File: config.mk
export PLATFORM = sky130hd
export DESIGN_NAME = dxt1_block_decoder_unit
export DESIGN_NICKNAME = d
export VERILOG_FILES = /design/src/sv/dxt1_pkg.sv /design/src/sv/dxt1_queue.sv /design/src/sv/dxt1_front.sv /design/src/sv/dxt1_back.sv /design/src/sv/dxt1_block_decoder_unit.sv
export VERILOG_INCLUDE_DIRS = /design/src /design/src/sv
export SDC_FILE = /design/constraint.sdc
export NUM_CORES = 1
export LEC_CHECK = 0
export BUFFER_PORTS_ARGS = -buffer_cell sky130_fd_sc_hd__clkbuf_2
export CORE_ASPECT_RATIO = 0.7
export CORE_MARGIN = 4
export CORE_UTILIZATION = 30
export DETAILED_ROUTE_END_ITERATION = 6
export GPL_TIMING_DRIVEN = 0
export PLACE_DENSITY = 0.49
export SYNTH_ARGS = -nofsm -noshare
export SYNTH_HDL_FRONTEND = slang
export SYNTH_HIERARCHICAL = 1
export SYNTH_SLANG_ARGS = --single-unit
File: constraint.sdc
create_clock -name clk -period 11.6 [get_ports clk]
set_input_delay 1.16 -clock clk [delete_from_list [all_inputs] [get_ports clk]]
set_output_delay 1.16 -clock clk [all_outputs]
set_load 0.005 [all_outputs]
File: src/sv/dxt1_block_decoder_unit_defines.svh
// Assertion macros shared by the DXT1 block decoder RTL.
`ifndef DXT1_BLOCK_DECODER_UNIT_DEFINES_SVH
`define DXT1_BLOCK_DECODER_UNIT_DEFINES_SVH

// Same-cycle implication, disabled while reset is high.
`define DXT1_ASSERT_IMPLIES(label, clk, rst, ante, cons) \
  label: assert property (@(posedge clk) disable iff (rst) (ante) |-> (cons)) \
    else $error("dxt1 block decoder: same-cycle check failed");

// Next-cycle implication, disabled while reset is high.
`define DXT1_ASSERT_NEXT(label, clk, rst, ante, cons) \
  label: assert property (@(posedge clk) disable iff (rst) (ante) |=> (cons)) \
    else $error("dxt1 block decoder: next-cycle check failed");

`endif

File: src/sv/dxt1_pkg.sv
// Types, constants and palette helpers of the DXT1 block decoder.
`default_nettype none
package dxt1_pkg;

  localparam int CFG_W       = 15;
  localparam int CFG_INDEX_W = 1;
  localparam int BLOCK_CNT_W = 12;
  localparam int BLOCKS_W    = 14;
  localparam int COORD_W     = 14;

  localparam logic [CFG_INDEX_W-1:0] REG_IMAGE_WIDTH  = 1'b0;
  localparam logic [CFG_INDEX_W-1:0] REG_IMAGE_HEIGHT = 1'b1;

  localparam logic [CFG_W-1:0] SIDE_RESET = 15'd4;

  // floor(x/3) == (x * 683) >> 11 for every x below 2047.
  localparam int DIV3_MUL   = 683;
  localparam int DIV3_SHIFT = 11;

  localparam int QUEUE_DEPTH = 2;
  localparam int QUEUE_PTR_W = 1;

  localparam logic [3:0] LAST_PIXEL = 4'd15;

  typedef struct packed {
    logic [15:0] endpoint_a;
    logic [15:0] endpoint_b;
    logic [31:0] index_word;
  } in_word_t;

  typedef struct packed {
    logic [7:0]         red;
    logic [7:0]         green;
    logic [7:0]         blue;
    logic [COORD_W-1:0] pixel_x;
    logic [COORD_W-1:0] pixel_y;
    logic               inside_image;
    logic               last_of_block;
    logic               last_of_image;
  } out_word_t;

  // Clamped image geometry, shared by the front and the back.
  typedef struct packed {
    logic [CFG_W-1:0]    width;
    logic [CFG_W-1:0]    height;
    logic [BLOCKS_W-1:0] blocks_per_row;
    logic [BLOCKS_W-1:0] block_rows;
  } geom_t;

  // One classified block as it waits between front and back.
  typedef struct packed {
    logic [3:0][7:0]         red_pal;
    logic [3:0][7:0]         green_pal;
    logic [3:0][7:0]         blue_pal;
    logic [31:0]             codes;
    logic [BLOCK_CNT_W-1:0]  block_column;
    logic [BLOCK_CNT_W-1:0]  block_row;
    logic                    image_end;
  } desc_t;

  function automatic logic [7:0] div3(input logic [9:0] x);
    logic [19:0] prod;
    prod = 20'(x) * 20'(DIV3_MUL);
    return prod[DIV3_SHIFT+7:DIV3_SHIFT];
  endfunction

  function automatic logic [3:0][7:0] build_palette(input logic [7:0] c0,
                                                     input logic [7:0] c1,
                                                     input logic       four_colour);
    logic [9:0]      sum_near_a;
    logic [9:0]      sum_near_b;
    logic [9:0]      sum_mean;
    logic [3:0][7:0] pal;
    sum_near_a = {1'b0, c0, 1'b0} + {2'b00, c1};
    sum_near_b = {2'b00, c0} + {1'b0, c1, 1'b0};
    sum_mean   = {2'b00, c0} + {2'b00, c1};
    pal[0] = c0;
    pal[1] = c1;
    pal[2] = four_colour ? div3(sum_near_a) : sum_mean[8:1];
    pal[3] = four_colour ? div3(sum_near_b) : 8'd0;
    return pal;
  endfunction

endpackage
`default_nettype wire

File: src/sv/dxt1_queue.sv
// Two-entry block queue between the decoder's front and back.
`default_nettype none
`include "dxt1_block_decoder_unit_defines.svh"
module dxt1_queue (
  input  wire logic           clk,
  input  wire logic           rst,
  input  wire logic           wr_en,
  input  wire dxt1_pkg::desc_t wr_data,
  output logic                full,
  input  wire logic           rd_en,
  output dxt1_pkg::desc_t     rd_data,
  output logic                empty
);
  import dxt1_pkg::*;

  desc_t                  entries [QUEUE_DEPTH];
  logic [QUEUE_PTR_W-1:0] wr_ptr;
  logic [QUEUE_PTR_W-1:0] rd_ptr;
  logic [QUEUE_PTR_W:0]   count;
  logic                   do_wr;
  logic                   do_rd;

  assign full    = (count == (QUEUE_PTR_W+1)'(QUEUE_DEPTH));
  assign empty   = (count == '0);
  assign do_wr   = wr_en && !full;
  assign do_rd   = rd_en && !empty;
  assign rd_data = entries[rd_ptr];

  always_ff @(posedge clk) begin
    if (do_wr) begin
      entries[wr_ptr] <= wr_data;
    end
    if (rst) begin
      wr_ptr <= '0;
      rd_ptr <= '0;
      count  <= '0;
    end else begin
      if (do_wr) wr_ptr <= wr_ptr + 1'b1;
      if (do_rd) rd_ptr <= rd_ptr + 1'b1;
      case ({do_wr, do_rd})
        2'b10:   count <= count + 1'b1;
        2'b01:   count <= count - 1'b1;
        default: count <= count;
      endcase
    end
  end

  `DXT1_ASSERT_IMPLIES(a_count_bound, clk, rst, 1'b1, count <= (QUEUE_PTR_W+1)'(QUEUE_DEPTH))
  `DXT1_ASSERT_NEXT(a_write_grows, clk, rst, do_wr && !do_rd, count == $past(count) + 1'b1)
  `DXT1_ASSERT_NEXT(a_read_moves_ptr, clk, rst, do_rd, rd_ptr != $past(rd_ptr))

endmodule
`default_nettype wire

File: src/sv/dxt1_front.sv
// Front of the decoder: block placement counters and palette build.
`default_nettype none
module dxt1_front (
  input  wire logic              clk,
  input  wire logic              rst,
  input  wire dxt1_pkg::geom_t   geom,
  input  wire logic              accept,
  input  wire dxt1_pkg::in_word_t in_word,
  output dxt1_pkg::desc_t        desc
);
  import dxt1_pkg::*;

  logic [BLOCK_CNT_W-1:0] block_column;
  logic [BLOCK_CNT_W-1:0] block_row;
  logic                   four_colour;
  logic                   row_end;
  logic                   rows_done;
  logic [7:0]             r0, g0, b0, r1, g1, b1;

  assign four_colour = in_word.endpoint_a > in_word.endpoint_b;

  assign r0 = {in_word.endpoint_a[15:11], 3'b000};
  assign g0 = {in_word.endpoint_a[10:5], 2'b00};
  assign b0 = {in_word.endpoint_a[4:0], 3'b000};
  assign r1 = {in_word.endpoint_b[15:11], 3'b000};
  assign g1 = {in_word.endpoint_b[10:5], 2'b00};
  assign b1 = {in_word.endpoint_b[4:0], 3'b000};

  // Greater-or-equal so counters left beyond a shrunken image still wrap.
  assign row_end   = (BLOCKS_W'(block_column) + 1'b1) >= geom.blocks_per_row;
  assign rows_done = (BLOCKS_W'(block_row) + 1'b1) >= geom.block_rows;

  always_comb begin
    desc.red_pal      = build_palette(r0, r1, four_colour);
    desc.green_pal    = build_palette(g0, g1, four_colour);
    desc.blue_pal     = build_palette(b0, b1, four_colour);
    desc.codes        = in_word.index_word;
    desc.block_column = block_column;
    desc.block_row    = block_row;
    desc.image_end    = row_end && rows_done;
  end

  always_ff @(posedge clk) begin
    if (rst) begin
      block_column <= '0;
      block_row    <= '0;
    end else if (accept) begin
      if (row_end) begin
        block_column <= '0;
        block_row    <= rows_done ? '0 : block_row + 1'b1;
      end else begin
        block_column <= block_column + 1'b1;
      end
    end
  end

endmodule
`default_nettype wire

File: src/sv/dxt1_back.sv
// Back of the decoder: walks the sixteen pixels of a block into the output register.
`default_nettype none
`include "dxt1_block_decoder_unit_defines.svh"
module dxt1_back (
  input  wire logic            clk,
  input  wire logic            rst,
  input  wire dxt1_pkg::geom_t geom,
  input  wire dxt1_pkg::desc_t head,
  input  wire logic            head_empty,
  output logic                 head_pop,
  output dxt1_pkg::out_word_t  out_word,
  output logic                 empty,
  input  wire logic            pop
);
  import dxt1_pkg::*;

  logic [3:0]         pixel;
  logic               out_valid;
  logic               advance;
  logic [1:0]         code;
  logic [COORD_W-1:0] px;
  logic [COORD_W-1:0] py;
  out_word_t          pixel_word;

  assign advance  = !head_empty && (!out_valid || pop);
  assign head_pop = advance && (pixel == LAST_PIXEL);
  assign empty    = !out_valid;

  assign code = head.codes[{pixel, 1'b0} +: 2];
  assign px   = {head.block_column, pixel[1:0]};
  assign py   = {head.block_row, pixel[3:2]};

  always_comb begin
    pixel_word.red           = head.red_pal[code];
    pixel_word.green         = head.green_pal[code];
    pixel_word.blue          = head.blue_pal[code];
    pixel_word.pixel_x       = px;
    pixel_word.pixel_y       = py;
    pixel_word.inside_image  = (CFG_W'(px) < geom.width) && (CFG_W'(py) < geom.height);
    pixel_word.last_of_block = (pixel == LAST_PIXEL);
    pixel_word.last_of_image = (pixel == LAST_PIXEL) && head.image_end;
  end

  always_ff @(posedge clk) begin
    if (advance) begin
      out_word <= pixel_word;
    end
    if (rst) begin
      pixel     <= '0;
      out_valid <= 1'b0;
    end else if (advance) begin
      pixel     <= pixel + 1'b1;
      out_valid <= 1'b1;
    end else if (pop) begin
      out_valid <= 1'b0;
    end
  end

  `DXT1_ASSERT_NEXT(a_block_restarts, clk, rst, head_pop, pixel == 4'd0)
  `DXT1_ASSERT_IMPLIES(a_image_end_on_block_end, clk, rst,
                       out_valid && out_word.last_of_image, out_word.last_of_block)
  `DXT1_ASSERT_NEXT(a_load_shows_word, clk, rst, advance, out_valid)

endmodule
`default_nettype wire

File: src/sv/dxt1_block_decoder_unit.sv
// Top level of the DXT1 block decoder: configuration, front, queue and back.
//
// Usage: each input word is one compressed 4x4 DXT1 block (two RGB565
// endpoints and sixteen 2-bit codes). It is taken at a clock edge where push
// is high and full is low. The block yields sixteen output words, one per
// pixel in row order, each with its color, image coordinates and edge flags.
// The oldest waiting pixel sits on out_word while empty is low and leaves at
// an edge where pop is also high.
// A taken block is first written into the queue; when the back is free, it
// registers the block's first pixel into out_word. Throughput: one pixel per
// cycle while pop keeps up, set by the back's pixel counter and its single
// output register. The two-entry queue holds the block being walked plus one
// further block, so the front can take the next block while the back is busy
// or the receiver stalls; full rises when both entries are in use.
// A stalled receiver simply holds the current pixel; nothing is dropped.
// Reset (synchronous, active high) sets width and height to 4, places the
// next block at the image origin and empties the queue and output register.
// Width and height are written through cfg_we, cfg_index and cfg_data and
// should change only while the block is idle.
`default_nettype none
module dxt1_block_decoder_unit #(
  parameter int MAX_IMAGE_SIDE = 16384
) (
  input  wire logic                               clk,
  input  wire logic                               rst,
  input  wire logic                               cfg_we,
  input  wire logic [dxt1_pkg::CFG_INDEX_W-1:0]   cfg_index,
  input  wire logic [dxt1_pkg::CFG_W-1:0]         cfg_data,
  input  wire logic                               push,
  input  wire dxt1_pkg::in_word_t                 in_word,
  output logic                                    full,
  output logic                                    empty,
  input  wire logic                               pop,
  output dxt1_pkg::out_word_t                     out_word
);
  import dxt1_pkg::*;

  localparam int unsigned MaxSide = MAX_IMAGE_SIDE;

  logic [CFG_W-1:0] image_width;
  logic [CFG_W-1:0] image_height;
  logic [CFG_W-1:0] width_clamped;
  logic [CFG_W-1:0] height_clamped;
  geom_t            geom;
  logic             accept;
  desc_t            front_desc;
  desc_t            head;
  logic             head_empty;
  logic             head_pop;

  // A side of zero counts as one; a side above the limit counts as the limit.
  function automatic logic [CFG_W-1:0] clamp_side(input logic [CFG_W-1:0] v);
    if (v == '0) return CFG_W'(1);
    if (32'(v) > MaxSide) return CFG_W'(MaxSide);
    return v;
  endfunction

  always_ff @(posedge clk) begin
    if (rst) begin
      image_width  <= SIDE_RESET;
      image_height <= SIDE_RESET;
    end else if (cfg_we) begin
      case (cfg_index)
        REG_IMAGE_WIDTH:  image_width  <= cfg_data;
        REG_IMAGE_HEIGHT: image_height <= cfg_data;
        default: ;
      endcase
    end
  end

  assign width_clamped  = clamp_side(image_width);
  assign height_clamped = clamp_side(image_height);

  // Blocks per row and block rows are the sides rounded up to whole blocks.
  always_comb begin
    geom.width          = width_clamped;
    geom.height         = height_clamped;
    geom.blocks_per_row = BLOCKS_W'((16'(width_clamped) + 16'd3) >> 2);
    geom.block_rows     = BLOCKS_W'((16'(height_clamped) + 16'd3) >> 2);
  end

  assign accept = push && !full;

  dxt1_front u_front (
    .clk     (clk),
    .rst     (rst),
    .geom    (geom),
    .accept  (accept),
    .in_word (in_word),
    .desc    (front_desc)
  );

  dxt1_queue u_queue (
    .clk     (clk),
    .rst     (rst),
    .wr_en   (push),
    .wr_data (front_desc),
    .full    (full),
    .rd_en   (head_pop),
    .rd_data (head),
    .empty   (head_empty)
  );

  dxt1_back u_back (
    .clk        (clk),
    .rst        (rst),
    .geom       (geom),
    .head       (head),
    .head_empty (head_empty),
    .head_pop   (head_pop),
    .out_word   (out_word),
    .empty      (empty),
    .pop        (pop)
  );

endmodule
`default_nettype wire
Word-level counts from Yosys, hierarchy flattened:

Memory sizes are Yosys's and may differ from the RTL's. A register that Yosys moved wholly into a read port is not among the register bits.
Cells that the tools add are included.

* input port bits: 85
* bits in writable memories: 274
* bits in latches: 0
* flip-flop bits (word level): 118
* memories kept: 1
* output and inout port bits: 57
* bits in read-only memories: 0

Memories
* u_queue.entries: words 2, width 137, read ports 1, clocked after Yosys merged registers in 1, write ports 1, line dxt1_queue.sv:16 `desc_t entries [QUEUE_DEPTH];`

* bitwise operators: 1
* divide/modulo/power cells: 0
* shifts and indexed selects: 1
* $lt $le $gt $ge: 8
* add/sub/neg operators: 20
* equality and inequality tests: 4
* multipliers: 6
* reductions and logical operators: 19
* multiplexer cells: 35

Operators by type and width (number)
* $mux 15: 8
* $mul 10x10->19 const B: 6
* $mux 8: 9
* $bmux 8 s2: 3
* $add 15x2->16 const B: 2
* $shiftx 32x6->2: 1
* $add 8x9->10: 3
* $add 9x8->10: 3
* $gt 15x15->1 const B: 2
* $logic_not 15->1: 2
* $lt 14x15->1: 2
* $ge 14x14->1: 2
* $add 8x8->9: 3
* $add 12x1->13 const B: 2
* $add 12x1->12 const B: 2
* $mux 12: 2
* $gt 16x16->1: 1
* $mux 1: 12
* $logic_and 1x1->1: 7
* $reduce_and 2->1: 3
* $add 4x1->4 const B: 1
* $eq 2x2->1 const B: 2
* $eq 4x4->1 const B: 1
* $pmux 2 s2: 1
* 10 further kinds: 14

Longest topological paths before layout:

* word-level depth: 8
* gate-level depth with buffers: 24
* gate-level depth less buffers: 24

By module:

The synthesis kept the hierarchy.

By module, submodules not included
* dxt1_front: instances 1, area an instance 12027.8 µm², cells an instance 1377
* dxt1_queue: instances 1, area an instance 11267.1 µm², cells an instance 502
* dxt1_back: instances 1, area an instance 3584.7 µm², cells an instance 330
* dxt1_block_decoder_unit: instances 1, area an instance 1813.0 µm², cells an instance 258

Worst setup path before layout:

Ideal clock, no wire load.

* path type: input-to-reg
* from: input port in_word[38] in the netlist's numbering
* to: memory u_queue/entries[0][111] in the netlist's numbering (data pin)
* arrival: 5.938 ns
* path slack: 5.400 ns
* stages: 23
* required time: 11.338 ns
* cells stage by stage: ha_1 -> fa_1 -> a21o_1 -> a21oi_1 -> xnor2_1 -> inv_1 -> nor2_1 -> nor2_1 -> ha_1 -> ha_1 -> inv_1 -> fa_1 -> inv_1 -> ha_1 -> xor2_1 -> ha_1 -> a21o_1 -> a2111oi_2 -> a221oi_2 -> o21ai_1 -> nand2_1 -> xor2_1 -> mux2_2

RTL lines
* from (decl): line dxt1_block_decoder_unit.sv:30 `input wire dxt1_pkg::in_word_t in_word,`
* to (decl): line dxt1_queue.sv:16

Final worst setup path:

* from: input port in_word[53] in the netlist's numbering
* to: memory u_queue/entries[0][110] in the netlist's numbering (data pin)

* word-level cells in the longest chain between the ends: 3
* elaborated cells between the ends (all ways): 4
* classes of those cells: add/sub (1); mul (1); order compare (1); mux (1)

RTL lines
* $add 8x9->10: line dxt1_pkg.sv:75 `sum_near_b = {2'b00, c0} + {1'b0, c1, 1'b0};`
* $mul 10x10->19: line dxt1_pkg.sv:63 `prod = 20'(x) * 20'(DIV3_MUL);`
* $mux 8 (*): line dxt1_pkg.sv:80 `pal[3] = four_colour ? div3(sum_near_b) : 8'd0;`

Mark *: on every way between the ends. The rest lies on a longest branch, timed or not.

==> metrics.cfg <==
[worst_setup_path]
critical_path_arrival_ps=7030
cp_max_fo=7
r2r-start=u_front/block_column[0]$_SDFFE_PP0P_
cp_cell_sequence=clkbuf_2 > ha_1 > fa_1 > a21o_1 > a21oi_1 > xnor2_1 > inv_1 > nor2_1 > nor2_1 > ha_1 > ha_1 > inv_1 > fa_1 > inv_1 > ha_1 > xor2_1 > ha_1 > a21o_1 > a2111oi_2 > a221oi_2 > o21ai_1 > o21bai_1 > xnor2_1 > o21ai_0
startpoint=in_word[53]
path_class=input pin to flop
slowest_stage=fa_1
critPathLaunchType=input pin
reg2regPathDepth=15
timing.rr.end=u_front/block_row[10]$_SDFFE_PP0P_
cp.required_ps=11920
worst_setup_path_end_kind=flop
cp-endpoint=u_queue/entries[0][110]$_DFFE_PP_
slowest_delay_ps=500
path_common_cell=ha_1
reg2reg_slack_ps=7850

[die]
die_width_um=377.6
start_util=0.3038
io_pins=142
die_area_um2=100700
num_rows=94
die_height_um=266.7
coreArea_um2=94440

[sta]
timing.final.hold_violations=0
tns_ps=0
finalSetupViolCount=0
whs_ps=486.4
rsz0062_at_grt=no
final-max-slew-violation-count=0
max_freq_mhz=149.1
relSlewSlack=0.3885
tightest_slew_ps=917.2
skew_ps=24.32
fin_crit_ps=6708
timing.final.crit_share=0.5783

[min_path]
worstHoldPathType=flop to flop

[yosys]
synth-edff-count=361
synthFlopType=edfxtp_1
avgSynthCellArea_um2=11.63
ys_types=85
synth_mux_area_frac=0.06803
ys_seq_elements=425
synth-xor-area-share=0.04304
synth_compound_area_frac=0.09214
yosysSeqAreaShare=0.4225
synthArstFlopShare=0
yosysWarnings=6
synth_top_family_by_area=adder cells
synthSimpleGateAreaFrac=0.08338
syn_area_um2=28690
synth_adder_area_share=0.2269
netlist_instances=2467

[layout]
nets=3211
nFillCells=9381
area_growth_pct=13.71
drive_gt1_frac=0.1887

[clock_tree]
postCtsSetupBuffers=0
clkTransAtPathRegs_ps=60
cts_resized=0
numCtsBuffers=48
cts_tree=yes
root_buffer=clkbuf_16
h-tree-depth=2
hold_buffers=0
cts_buffer_depth=3
clkLatencyLatePin_ps=610
cts_sinks=425

[grt]
grt_pass1_wl_um=112500
overflow=0
grt_usage=0.1437
grt_pass1_vias=19040
antenna_found_initial=1
grt_max_degree=81

[detailed_routing]
first_pass_iters=5
drtIter0Drc=1114
antenna_left=0
post-route-drc-count=0
via_per_inst=4.771
wl_um=73200
wire_per_inst_um=18.60
vias=18777

[place]
dp_hpwl_um=55600
gp_congestion=0.8470
io_buffer_count=109

[pwr]
powerDensity_nw_per_um2=212.3
ir_drop_mv=0.1137
leakage_nw=13.76

[status]
status=completed

[flow_run]
maxCapViolCount=0

[cell families (layout without fill, tap and decap cells)]
logic type      Yosys count  in the layout
simple gates            500            500
mux                     167            167
other cells               2             20
buf+inv                 372            575
fa+ha+maj               479            479
xor+xnor                141            141
compound gates          381            381
flops                   425            425
[worst min path at each step]
stage	from	to	slack [ps]	depth (start not counted)
4_1_cts	u_back/pixel[3]$_SDFFE_PP0P_	u_back/out_word[4]$_DFFE_PP_	500	0
5_1_grt	u_back/pixel[3]$_SDFFE_PP0P_	u_back/out_word[4]$_DFFE_PP_	500	0
3_5_place_dp	u_back/pixel[3]$_SDFFE_PP0P_	u_back/out_word[4]$_DFFE_PP_	480	0
2_1_floorplan	u_back/pixel[3]$_SDFFE_PP0P_	u_back/out_word[4]$_DFFE_PP_	430	0
3_3_place_gp	u_queue/wr_ptr$_SDFFE_PP0P_	u_queue/wr_ptr$_SDFFE_PP0P_	470	2
6_report	u_back/pixel[3]$_SDFFE_PP0P_	u_back/out_word[4]$_DFFE_PP_	490	0
[flip-flops by register name, indices dropped and copies added, names as in the netlist, named ones only]
name	count
image_width	15
u_queue/wr_ptr	1
u_front/block_column	12
u_back/pixel	4
image_height	15
u_front/block_row	12
u_queue/rd_ptr	1
u_back/out_valid	1
u_queue/entries	306
u_queue/count	2
u_back/out_word	55
[placed cells by master, fill, tap and decap left out, drive strengths merged, types with 32 or more instances in the layout]
master / instances
ha: 410
edfxtp: 361
inv: 224
clkbuf: 198
nand2: 194
mux2: 154
a21oi: 136
buf: 125
nor2: 106
xnor2: 97
fa: 69
dfxtp: 64
o21ai: 58
a21o: 48
xor2: 44
nor2b: 37
nand3: 32
[per-stage QoR]
step	instances	total power [mW]	worst slack, ps	utilization	instance area, µm²
after floorplan	2484	4.464	5400	-	28760
after global placement	3841	5.370	3596	0.3268	30860
after detailed placement	3845	5.381	4227	0.3281	30980
after CTS	3935	7.031	4862	0.3454	32620
after global routing	3935	7.551	4490	0.3454	32620
final	3936	6.927	4892	0.3455	32630
[layer usage]
layer	wire length, µm	global-route usage
met2	30860	0.2165
met3	3633	0.02125
met4	1343	0.03042
met5	0	0
met1	37350	0.2174
[Yosys cell counts, types with 6 or more instances]
library cell,instances,share of area
buf_6,13,0.0051
and3_1,16,0.0035
nand4_1,20,0.0044
nand2b_1,9,0.0020
nand4b_1,7,0.0021
o21a_1,12,0.0031
a32oi_1,16,0.0049
nand3b_1,8,0.0021
nor4_1,11,0.0024
dfxtp_1,64,0.045
ha_1,410,0.18
o21bai_1,15,0.0039
buf_2,24,0.0042
and2_1,9,0.0020
mux4_2,7,0.0055
o211ai_1,11,0.0029
a21o_1,48,0.013
buf_4,81,0.021
fa_1,69,0.048
o21ai_0,46,0.0080
or3_1,10,0.0022
nor2_1,105,0.014
a32oi_2,9,0.0051
nor3_1,24,0.0042
mux2i_1,6,0.0021
o21ai_1,9,0.0016
nand2_1,194,0.025
nor2b_1,37,0.0081
a32o_1,10,0.0035
edfxtp_1,361,0.38
mux2_2,154,0.060
xnor2_1,97,0.030
a211oi_1,14,0.0037
nand3_1,31,0.0054
xor2_1,44,0.013
inv_1,221,0.029
a31oi_1,9,0.0020
a21oi_1,133,0.023
clkbuf_1,27,0.0035
[worst max-delay path: cells and delay by family]
kind,cells,cell delay [ps]
AO/OA/AOI/OAI,8,2030
XOR/XNOR,3,620
adder cells (fa/ha/maj),7,2440
buffers and inverters,4,460
AND/OR/NAND/NOR,2,300
[report_power, final]
part | total, mW | internal (mW) | switching (mW)
logic | 3.35 | 1.41 | 1.95
registers | 2.00 | 1.94 | 0.0609
clock network | 1.58 | 0.933 | 0.642
[layout make-up]
cell class | count | area (µm²) | share of cell area
Tap cell | 1248 | 1562 | 0.04786
Inverter | 223 | 844.6 | 0.02589
Clock buffer | 61 | 1300 | 0.03985
Multi-Input combinational cell | 1687 | 14810 | 0.4539
Buffer | 149 | 996.0 | 0.03053
Sequential cell | 425 | 12120 | 0.3715
Clock inverter | 29 | 341.6 | 0.01047
Antenna cell | 1 | 2.502 | 0.00007670
Timing Repair Buffer | 113 | 648.1 | 0.01987
No activity file was read; power rests on OpenSTA's default activity.
